[src/design/s2lab_pkg.sv]
// Package for the sRGB to CIELAB converter: widths, payload types, fixed-point constants
// and the sRGB linearisation table built at elaboration.
// No dependencies.
package s2lab_pkg;

  // Code and output precision
  localparam int CHANNEL_BITS  = 8;
  localparam int FRACTION_BITS = 8;
  localparam int CODES         = 1 << CHANNEL_BITS;
  localparam longint unsigned CODE_MAX = longint'(CODES - 1);

  // Internal Q.30 fixed point
  localparam int QB      = 30;
  localparam int LIN_W   = QB + 1;          // linear channel, 0 .. 1.0
  localparam int SUM_W   = 44;              // matrix row sum
  localparam int NUM_W   = 51;              // 100 * sum + half divisor
  localparam int RCP_W   = 32;              // reciprocal of the white divisor
  localparam int DIV_W   = 21;              // white divisor
  localparam int TQ_W    = 31;              // white-scaled XYZ and f values
  localparam int SQ_W    = 32;              // square inside the cube root
  localparam int ROOT_BITS = TQ_W;

  // Pipeline depths of the back end
  localparam int CDIV_LAT = 5;
  localparam int CBRT_LAT = 2 * ROOT_BITS;
  localparam int LABF_LAT = CBRT_LAT + 4;
  localparam int BACK_LAT = 1 + CDIV_LAT + LABF_LAT + 2;

  // sRGB to XYZ matrix, ten-thousandths
  localparam int KXR = 4124, KXG = 3576, KXB = 1805;
  localparam int KYR = 2126, KYG = 7152, KYB = 722;
  localparam int KZR = 193,  KZG = 1192, KZB = 9505;

  // White point divisors: X and Z by the D65 white, Y by 10000 written as 100/1e6
  localparam longint unsigned DIV_X = 950489;
  localparam longint unsigned DIV_Y = 1000000;
  localparam longint unsigned DIV_Z = 1088840;
  localparam longint unsigned RCP_X = (64'd1 << NUM_W) / DIV_X;
  localparam longint unsigned RCP_Y = (64'd1 << NUM_W) / DIV_Y;
  localparam longint unsigned RCP_Z = (64'd1 << NUM_W) / DIV_Z;

  // Linear segment of the Lab function: (t*24389 + 432*2^30 + 1566) / 3132
  localparam longint unsigned LF_DEN   = 3132;
  localparam longint unsigned LF_NUM_C = (64'd432 << QB) + 64'd1566;
  localparam longint unsigned LF_CQ    = LF_NUM_C / LF_DEN;
  localparam longint unsigned LF_CR    = LF_NUM_C % LF_DEN;
  localparam longint unsigned LF_RCP   = (64'd1 << 40) / LF_DEN;
  localparam longint unsigned LF_KNEE  = 64'd216 << QB;

  // Output scaling
  localparam int WIDE_W    = 42;
  localparam int OUT_SHIFT = QB - FRACTION_BITS;
  localparam int RND_W     = WIDE_W - OUT_SHIFT + 1;
  localparam int L_MAX     = ((100 << FRACTION_BITS) > 32767) ? 32767 : (100 << FRACTION_BITS);
  localparam int L_W       = 15;
  localparam int AB_W      = 16;

  typedef logic [CHANNEL_BITS-1:0]    code_t;
  typedef logic [LIN_W-1:0]           lin_t;
  typedef logic [TQ_W-1:0]            tq_t;
  typedef logic signed [WIDE_W-1:0]   wide_t;
  typedef logic signed [RND_W-1:0]    rnd_t;
  typedef logic [L_W-1:0]             light_t;
  typedef logic signed [AB_W-1:0]     axis_t;

  typedef struct packed {
    lin_t red;
    lin_t green;
    lin_t blue;
  } lin_rgb_t;

  // Front end to queue
  typedef struct packed {
    logic     push;
    lin_rgb_t data;
  } q_push_t;

  // Queue head to back end
  typedef struct packed {
    logic     valid;
    lin_rgb_t data;
  } q_head_t;

  typedef lin_t lin_tab_t [CODES];

  localparam wide_t L_OFFSET = wide_t'(64'd16 << QB);
  localparam rnd_t  L_MAX_R  = rnd_t'(L_MAX);
  localparam rnd_t  AB_MAX_R = rnd_t'(32767);
  localparam rnd_t  AB_MIN_R = rnd_t'(-32768);

  // ---- Elaboration-time linearisation ----
  function automatic longint unsigned mul_q(longint unsigned a, longint unsigned b);
    return (a * b) >> QB;
  endfunction

  function automatic longint unsigned pow5_q(longint unsigned r);
    longint unsigned p;
    p = r;
    for (int i = 0; i < 4; i++) p = mul_q(p, r);
    return p;
  endfunction

  function automatic longint unsigned root5_q(longint unsigned t);
    longint unsigned lo, hi, mid;
    lo = 0;
    hi = 64'd1 << QB;
    while (lo < hi) begin
      mid = lo + (hi - lo + 1) / 2;
      if (pow5_q(mid) <= t) lo = mid;
      else hi = mid - 1;
    end
    return lo;
  endfunction

  function automatic longint unsigned lin_value(longint unsigned c);
    longint unsigned t, t2, r;
    if (c * 100000 <= 4045 * CODE_MAX)
      return (((c * 100) << QB) + (1292 * CODE_MAX) / 2) / (1292 * CODE_MAX);
    t = (((1000 * c + 55 * CODE_MAX) << QB) + (1055 * CODE_MAX) / 2) / (1055 * CODE_MAX);
    if (t > (64'd1 << QB)) t = 64'd1 << QB;
    t2 = (t * t + (64'd1 << (QB - 1))) >> QB;
    r  = root5_q(t2);
    return (t2 * r + (64'd1 << (QB - 1))) >> QB;
  endfunction

  function automatic lin_tab_t build_lin_table();
    lin_tab_t tab;
    for (int i = 0; i < CODES; i++) tab[i] = lin_t'(lin_value(longint'(i)));
    return tab;
  endfunction

  localparam lin_tab_t LIN_TABLE = build_lin_table();

  // Round half away from zero to the output fraction
  function automatic rnd_t round_out(wide_t v);
    logic [WIDE_W-1:0] m;
    logic [WIDE_W-1:0] q;
    m = v[WIDE_W-1] ? (~v + 1'b1) : v;
    q = (m + (WIDE_W'(1) << (OUT_SHIFT - 1))) >> OUT_SHIFT;
    return v[WIDE_W-1] ? -rnd_t'(q) : rnd_t'(q);
  endfunction

  function automatic light_t clamp_light(rnd_t v);
    if (v < 0) return '0;
    if (v > L_MAX_R) return light_t'(L_MAX);
    return v[L_W-1:0];
  endfunction

  function automatic axis_t clamp_axis(rnd_t v);
    if (v < AB_MIN_R) return axis_t'(-32768);
    if (v > AB_MAX_R) return axis_t'(32767);
    return v[AB_W-1:0];
  endfunction

endpackage

[src/design/s2lab_queue.sv]
// Two-word queue between front and back end.
// Depends on s2lab_pkg.
module s2lab_queue (
  input  logic                clk_i,
  input  logic                rst_ni,
  input  s2lab_pkg::q_push_t  push_i,
  input  logic                pop_i,
  output logic                full_o,
  output s2lab_pkg::q_head_t  head_o
);
  import s2lab_pkg::*;

  lin_rgb_t   mem_q [2];
  logic       wr_q, rd_q;
  logic [1:0] cnt_q;

  assign full_o       = (cnt_q == 2'd2);
  assign head_o.valid = (cnt_q != 2'd0);
  assign head_o.data  = mem_q[rd_q];

  // Pointers and fill count
  always_ff @(posedge clk_i or negedge rst_ni) begin
    if (!rst_ni) begin
      wr_q  <= 1'b0;
      rd_q  <= 1'b0;
      cnt_q <= 2'd0;
    end else begin
      if (push_i.push) wr_q <= ~wr_q;
      if (pop_i) rd_q <= ~rd_q;
      cnt_q <= cnt_q + {1'b0, push_i.push} - {1'b0, pop_i};
    end
  end

  always_ff @(posedge clk_i) begin
    if (push_i.push) mem_q[wr_q] <= push_i.data;
  end

endmodule

[config.mk]
export PLATFORM = sky130hd
export DESIGN_NAME = s2lab_queue
export DESIGN_NICKNAME = d
export VERILOG_FILES = /design/src/design/s2lab_pkg.sv /design/src/design/s2lab_queue.sv
export SDC_FILE = /design/constraint.sdc
export NUM_CORES = 1
export LEC_CHECK = 0
export ABC_CLOCK_PERIOD_IN_PS = 8750
export BUFFER_PORTS_ARGS = -buffer_cell sky130_fd_sc_hd__buf_2
export CAP_MARGIN = 20
export CORE_MARGIN = 2
export CORE_UTILIZATION = 50
export CTS_CLUSTER_DIAMETER = 30
export DETAILED_ROUTE_END_ITERATION = 10
export PLACE_DENSITY = 0.87
export SYNTH_ARGS = -nofsm -noshare
export SYNTH_HDL_FRONTEND = slang
export SYNTH_SLANG_ARGS = --single-unit
[constraint.sdc]
create_clock -name clk_i -period 8.75 [get_ports clk_i]
set_input_delay 1.3125 -clock clk_i [delete_from_list [all_inputs] [get_ports clk_i]]
set_output_delay 1.3125 -clock clk_i [all_outputs]
set_load 0.01 [all_outputs]
==> results of run 1 <==
[cells in the mapped netlist]
cell,number,area share [%]
sky130_fd_sc_hd__and2_1,1,0.090
sky130_fd_sc_hd__edfxtp_1,186,81
sky130_fd_sc_hd__inv_1,2,0.11
sky130_fd_sc_hd__mux2_2,93,15
sky130_fd_sc_hd__ha_1,2,0.36
sky130_fd_sc_hd__dfrtp_1,4,1.4
sky130_fd_sc_hd__xor2_1,2,0.25
sky130_fd_sc_hd__nor2b_1,2,0.18
sky130_fd_sc_hd__buf_4,1,0.11
sky130_fd_sc_hd__xor3_1,1,0.34
sky130_fd_sc_hd__or2_2,1,0.090
sky130_fd_sc_hd__buf_2,3,0.22
sky130_fd_sc_hd__buf_6,6,0.98
[power by group]
part	switching, mW	leakage [nW]	internal, mW
logic	0.372	1.20	0.352
clock network	0.321	0.270	0.431
registers	0.0798	1.79	1.21
[cells by family (layout without fill, tap and decap cells)]
| family | Yosys count | in the layout |
|---|---|---|
| adder cells (fa/ha/maj) | 2 | 2 |
| AND/OR/NAND/NOR | 4 | 4 |
| multiplexers | 93 | 93 |
| buffers and inverters | 12 | 228 |
| XOR/XNOR | 3 | 3 |
| flip-flops | 190 | 190 |
[worst min-delay path by stage]
stage                                   to  slack [ps]  cells after the start
final                     wr_q$_DFFE_PN0P_         570                      1
after detailed placement  wr_q$_DFFE_PN0P_         560                      1
after floorplan           wr_q$_DFFE_PN0P_         460                      1
after CTS                 wr_q$_DFFE_PN0P_         570                      1
after global placement    wr_q$_DFFE_PN0P_         530                      1
after global routing      wr_q$_DFFE_PN0P_         600                      1
[state kept, by name, summed over array words and instances, names as in the netlist]
signal and flops:
wr_q 1, rd_q 1, mem_q 186, cnt_q 2
[routing by layer]
metal / up-vias / global-route usage [%] / part of all wire, %
met1: 1720 / 19.0 / 39
met3: 27 / 5.95 / 6.6
li1: 1617 / - / -
met2: 142 / 28.3 / 52
met4: 2 / 7.54 / 2.1
met5: - / 0 / 0.11
[final cells by class]
type	instances	area, sq um
Timing Repair Buffer	194	978
Tap cell	176	220
Inverter	2	7.51
Sequential cell	190	5690
Multi-Input combinational cell	102	1150
Fill cell	929	4770
Clock buffer	20	447
Clock inverter	12	138
[cells in the final DEF (no fill, tap or decap), types with 2 or more instances in the layout]
cell,netlist,layout
sky130_fd_sc_hd__mux2_2,93,93
sky130_fd_sc_hd__clkbuf_1,0,2
sky130_fd_sc_hd__inv_1,2,2
sky130_fd_sc_hd__buf_2,3,191
sky130_fd_sc_hd__inv_6,0,3
sky130_fd_sc_hd__edfxtp_1,186,186
sky130_fd_sc_hd__clkinvlp_4,0,5
sky130_fd_sc_hd__ha_1,2,2
sky130_fd_sc_hd__clkbuf_16,0,17
sky130_fd_sc_hd__xor2_1,2,2
sky130_fd_sc_hd__dfrtp_1,4,3
sky130_fd_sc_hd__bufinv_16,0,2
sky130_fd_sc_hd__buf_4,1,3
[worst register-to-register path: stages (launching register included)]
cell and delay [ps]:
sky130_fd_sc_hd__dfrtp_1 440, sky130_fd_sc_hd__nor2b_4 690, sky130_fd_sc_hd__buf_4 790
[per-stage QoR]
step	total power, mW	util [%]	setup slack [ps]	hold slack (ps)	instance area (sq um)
floorplan	1.80	-	2830	455	6920
global placement	2.02	60.0	5390	528	8040
detailed placement	2.04	60.0	5300	559	8040
CTS	2.79	64.4	4940	570	8630
global route	2.89	64.4	4820	604	8630
finish	2.76	64.4	4980	569	8630
==> run_results.csv, run 1 <==
group,metric,value,unit
outcome,outcome,"finished, final reports clean",
timing,setup_repair_after_global_routing_missed_its_margin,"false",
logic_synthesis,ys_warn_count,0,
logic_synthesis,post_synth_mux_area_share,15.1,%
detailed_routing,route.detailed.wl_per_inst,17.4,um
power_and_ir_drop,powerDensity,320,nW/um^2
floorplan,die-width,122,um
global_route,globalRoute.totalOverflow,0,
setup_path,cp_data_required_time,7440,ps
timing,setup_violations,0,
cts,cts_buffers,17,
global_route,wire_length_of_the_first_global_routing_pass,18.0,mm
place,io_buffers,191,
setup_path,end_kind,"output pin",
setup_path,worstSetupPathDepth,3,
setup_path,rrSetupSlack,6400,ps
final_layout,insertedDiodeCount,0,
logic_synthesis,yosys.area_share.adder,0.362,%
logic_synthesis,synth_top_family_by_area,"multiplexers",
cts,tritoncts,"built",
setup_path,crit-reg2reg-launch,"wr_q$_DFFE_PN0P_",
floorplan,core_footprint,13400,sq um
setup_path,worst-path-max-fanout,51,
place,detailedPlacementHpwl,8.05,mm
detailed_routing,postRouteAntennaNets,0,
detailed_routing,drcViolationCount,0,
logic_synthesis,synthesis.nets,403,
setup_path,path_delay_family,"flip-flops",
place,place.gp.congestion,0.719,
place,post-place-cells,664,
logic_synthesis,share_of_the_synthesized_area_in_compound_gates_ao_oa_aoi_oai,0,%
min_path,hold_start,"wr_q$_DFFE_PN0P_",
cts,post_cts_resized,0,
cts,clk-insertion-delay-late,420,ps
timing,fin_crit_sh,43.1,%
setup_path,critical_path.n_buffers_inverters,2,
floorplan,io_pins,192,
floorplan,die_area,14800,sq um
detailed_routing,via_count,3508,
timing,clock_skew,7.25,ps
final_layout,area_delta_synth_final,24.7,%
floorplan,num_rows,42,
detailed_routing,routed_wl,12.1,mm
cts,postCtsSetupRepairBufs,0,
detailed_routing,avgViaCountPerCell,5.04,
final_layout,finish.cell_count_without_fillers,696,
floorplan,chipHeight,122,um
setup_path,cp-start-kind,"flop",
cts,clkSinkCount,190,
global_route,grt_pass1_vias,3593,
power_and_ir_drop,power.leakage,3.26,nW
setup_path,critical_path_start,"rd_q$_DFFE_PN0P_",
setup_path,timing.rr.end,"mem_q[0][64]$_DFFE_PP_",
logic_synthesis,distinct_cells_synth,13,
setup_path,critPathCapture,"head_o[1]",
setup_path,critical_path.cell_chain,"buf_4 -> mux2_2 -> buf_2",
timing,worst_slew_pin_slew,848,ps
setup_path,data_arrival_at_the_endpoint_of_the_critical_path,2460,ps
cts,clock_path_buffers,2,
logic_synthesis,synth.cell_area,6920,sq um
logic_synthesis,synth-seq-cells,190,
cts,cts_max_level,4,
floorplan,initial_core_util,51.7,%
setup_path,reg2regPathDepth,2,
global_route,grt_use_total,16.6,%
setup_path,timing.setup.critical_path_class,"reg2out",
final_layout,fraction_of_layout_cells_with_a_size_suffix_above_1,61.7,%
logic_synthesis,syn_inst,304,
timing,final_hold_viol_count,0,
timing,setup_tns,0,ps
cts,root_buffer,"sky130_fd_sc_hd__clkbuf_16",
final_layout,finish.net_count,606,
logic_synthesis,synth-seq-area-share,82.1,%
cts,post_cts_hold_fix_bufs,0,
global_route,grt_start_max_net_pins,65,
detailed_routing,detailedRoute.firstPassIterationCount,5,
min_path,min-delay-path-class,"reg2reg",
detailed_routing,drt_iter0_drc,225,
timing,fmax,265,MHz
cts,cts.clk_slew.worst_paths,70,ps
logic_synthesis,synth_simple_gate_area_share,0.362,%
timing,relSlewSlack,43.5,%
timing,max_slew_violation_count,0,
global_route,initial_antenna_violation_count,1,
job,max_cap_viol_count,0,
logic_synthesis,post_synth_xor_area_fraction,0.597,%
setup_path,critPathMaxStageDelay,810,ps
setup_path,timing.critical_path.slowest_stage_cell,"sky130_fd_sc_hd__dfrtp_4",
timing,finalCriticalPeriod,3770,ps
logic_synthesis,synth_area_per_cell,22.8,sq um
power_and_ir_drop,max-vdd-ir-drop,0.000209,V
Power figures use the tool's default switching activity.
==> run 2: changes to the inputs <==
--- a/config.mk
+++ b/config.mk
@@ -5,7 +5,7 @@
 export SDC_FILE = /design/constraint.sdc
 export NUM_CORES = 1
 export LEC_CHECK = 0
-export ABC_CLOCK_PERIOD_IN_PS = 8750
+export ABC_CLOCK_PERIOD_IN_PS = 3800
 export BUFFER_PORTS_ARGS = -buffer_cell sky130_fd_sc_hd__buf_2
 export CAP_MARGIN = 20
 export CORE_MARGIN = 2
==> constraint.sdc (replaced) <==
create_clock -name clk_i -period 3.8 [get_ports clk_i]
set_input_delay 0.57 -clock clk_i [delete_from_list [all_inputs] [get_ports clk_i]]
set_output_delay 0.57 -clock clk_i [all_outputs]
set_load 0.01 [all_outputs]
==> run_results.csv, run 2 (synthesis gave the netlist of run 1 again) <==
group,metric,value,unit
outcome,outcome,"finished, final reports clean",
final_layout,area_delta_synth_final,25.2,%
global_route,initial_antenna_violation_count,0,
floorplan,initial_core_util,51.7,%
power_and_ir_drop,p_int,4.61,mW
power_and_ir_drop,power.leakage,3.29,nW
final_layout,fraction_of_layout_cells_with_a_size_suffix_above_1,61.7,%
power_and_ir_drop,max-vdd-ir-drop,0.000632,V
cts,cts_buffers,17,
detailed_routing,avgViaCountPerCell,5.01,
cts,post_cts_resized,0,
cts,cts.clk_slew.worst_paths,60,ps
floorplan,io_pins,192,
global_route,globalRoute.totalOverflow,0,
setup_path,cp_data_required_time,3230,ps
power_and_ir_drop,p_seq_share,46.6,%
timing,worst_slew_pin_slew,614,ps
timing,max_slew_violation_count,0,
detailed_routing,drt_iter0_drc,252,
final_layout,seqCellArea,5690,sq um
final_layout,layout_top_registers,"mem_q: 186 flops, cnt_q: 2 flops",
setup_path,critical_path_start,"rd_q$_DFFE_PN0P_",
detailed_routing,detailedRoute.firstPassIterationCount,4,
cts,tritoncts,"built",
timing,final_hold_viol_count,0,
cts,cts_max_level,4,
job,max_cap_viol_count,0,
timing,clock_skew,6.75,ps
detailed_routing,drcViolationCount,0,
global_route,wire_length_of_the_first_global_routing_pass,18.4,mm
setup_path,worst-path-max-fanout,52,
final_layout,layout_common_cells,"sky130_fd_sc_hd__buf_2, sky130_fd_sc_hd__edfxtp_1, sky130_fd_sc_hd__mux2_2",
detailed_routing,via_count,3496,
final_layout,finish.cell_count_without_fillers,698,
setup_path,end_kind,"output pin",
floorplan,die-width,122,um
setup_path,cp-start-kind,"flop",
final_layout,layout_commonest_cell,"sky130_fd_sc_hd__buf_2",
cts,clock_path_buffers,2,
timing,relSlewSlack,59.1,%
floorplan,num_rows,42,
place,io_buffers,191,
detailed_routing,route.detailed.wl_per_inst,17.5,um
min_path,hold_start,"push_i[86]",
cts,clkSinkCount,190,
floorplan,core_footprint,13400,sq um
final_layout,final.fill_count,918,
power_and_ir_drop,p_sw_share,27.7,%
final_layout,finish.net_count,608,
power_and_ir_drop,powerDensity,735,nW/um^2
floorplan,chipHeight,122,um
timing,fin_crit_sh,71.6,%
min_path,min-delay-path-class,"in2reg",
global_route,grt_pass1_vias,3667,
place,detailedPlacementHpwl,8.11,mm
cts,root_buffer,"sky130_fd_sc_hd__clkbuf_16",
detailed_routing,routed_wl,12.2,mm
setup_path,timing.setup.critical_path_class,"reg2out",
setup_path,crit-reg2reg-launch,"wr_q$_DFFE_PN0P_",
power_and_ir_drop,comb_power_share,26.9,%
setup_path,data_arrival_at_the_endpoint_of_the_critical_path,2150,ps
final_layout,registers.top_by_ff_count,"mem_q",
timing,fmax,368,MHz
cts,clk-insertion-delay-late,420,ps
place,place.gp.congestion,0.707,
power_and_ir_drop,power.switching,1.77,mW
detailed_routing,postRouteAntennaNets,0,
final_layout,insertedDiodeCount,0,
power_and_ir_drop,clockPowerShare,26.5,%
power_and_ir_drop,report.power.total,6.37,mW
floorplan,die_area,14800,sq um
timing,finalCriticalPeriod,2720,ps
global_route,grt_use_total,17.0,%
global_route,grt_start_max_net_pins,53,
timing,setup_repair_after_global_routing_missed_its_margin,"false",
timing,setup_violations,0,
place,post-place-cells,665,
timing,setup_tns,0,ps
final_layout,largest_reg_flops,186,
final_layout,multi_input_area,1150,sq um
[run 2: metal layers]
| metal | part of all wire, % | GRT usage (%) | vias to the layer above |
|---|---|---|---|
| li1 | - | - | 1624 |
| met1 | 40 | 19.9 | 1729 |
| met2 | 52 | 29.1 | 128 |
| met3 | 6.4 | 5.06 | 15 |
| met4 | 1.6 | 7.54 | 0 |
| met5 | 0 | 0 | - |
[run 2: cell type report]
cell class | instances | share of cell area [%]
flip-flops and latches | 190 | 65.6
multi-input cells | 102 | 13.3
repair buffers | 196 | 11.9
clock buffers | 20 | 5.15
well taps | 176 | 2.54
clock inverters | 12 | 1.40
inverters | 2 | 0.0866
[run 2: path summary, 6_finish.rpt]
check	endpoint	slack [ps]	cells past startpoint
max	head_o[70]	1080	3
min	mem_q[1][86]$_DFFE_PP_	330	1
max reg2reg	mem_q[1][0]$_DFFE_PP_	2070	2
min reg2reg	wr_q$_DFFE_PN0P_	560	1
max in group asynchronous	rd_q$_DFFE_PN0P_	3180	2
min in group asynchronous	rd_q$_DFFE_PN0P_	480	2
[run 2: critical path: stages (launching register included)]
cell	delay, ps
sky130_fd_sc_hd__dfrtp_4	800
sky130_fd_sc_hd__buf_12	340
sky130_fd_sc_hd__mux2_2	390
sky130_fd_sc_hd__buf_2	140
[run 2: stage by stage]
stage          hold slack, ps  instance area, sq um  setup WS [ps]  util, %
6_report                  334                  8670           1080     64.7
2_1_floorplan             274                  6920            365        -
3_5_place_dp              383                  8090           1500     60.4
5_1_grt                   316                  8670            970     64.7
3_3_place_gp              377                  8090           1520     60.4
4_1_cts                   310                  8670           1040     64.7
[run 2: power groups by stage]
| stage | Combinational (mW) | Clock [mW] | Sequential [mW] |
|---|---|---|---|
| floorplan | 1.21 | 0 | 2.92 |
| global placement | 1.70 | 0 | 2.99 |
| detailed placement | 1.74 | 0 | 3.02 |
| CTS | 1.76 | 1.73 | 2.97 |
| global route | 1.86 | 1.80 | 3.01 |
| finish | 1.72 | 1.69 | 2.97 |
[run 2: what timing repair did]
item / in CTS / in global routing
hold endpoints to repair: 4 / 0
buffers inserted: 0 / 0
hold buffers: 1 / 0
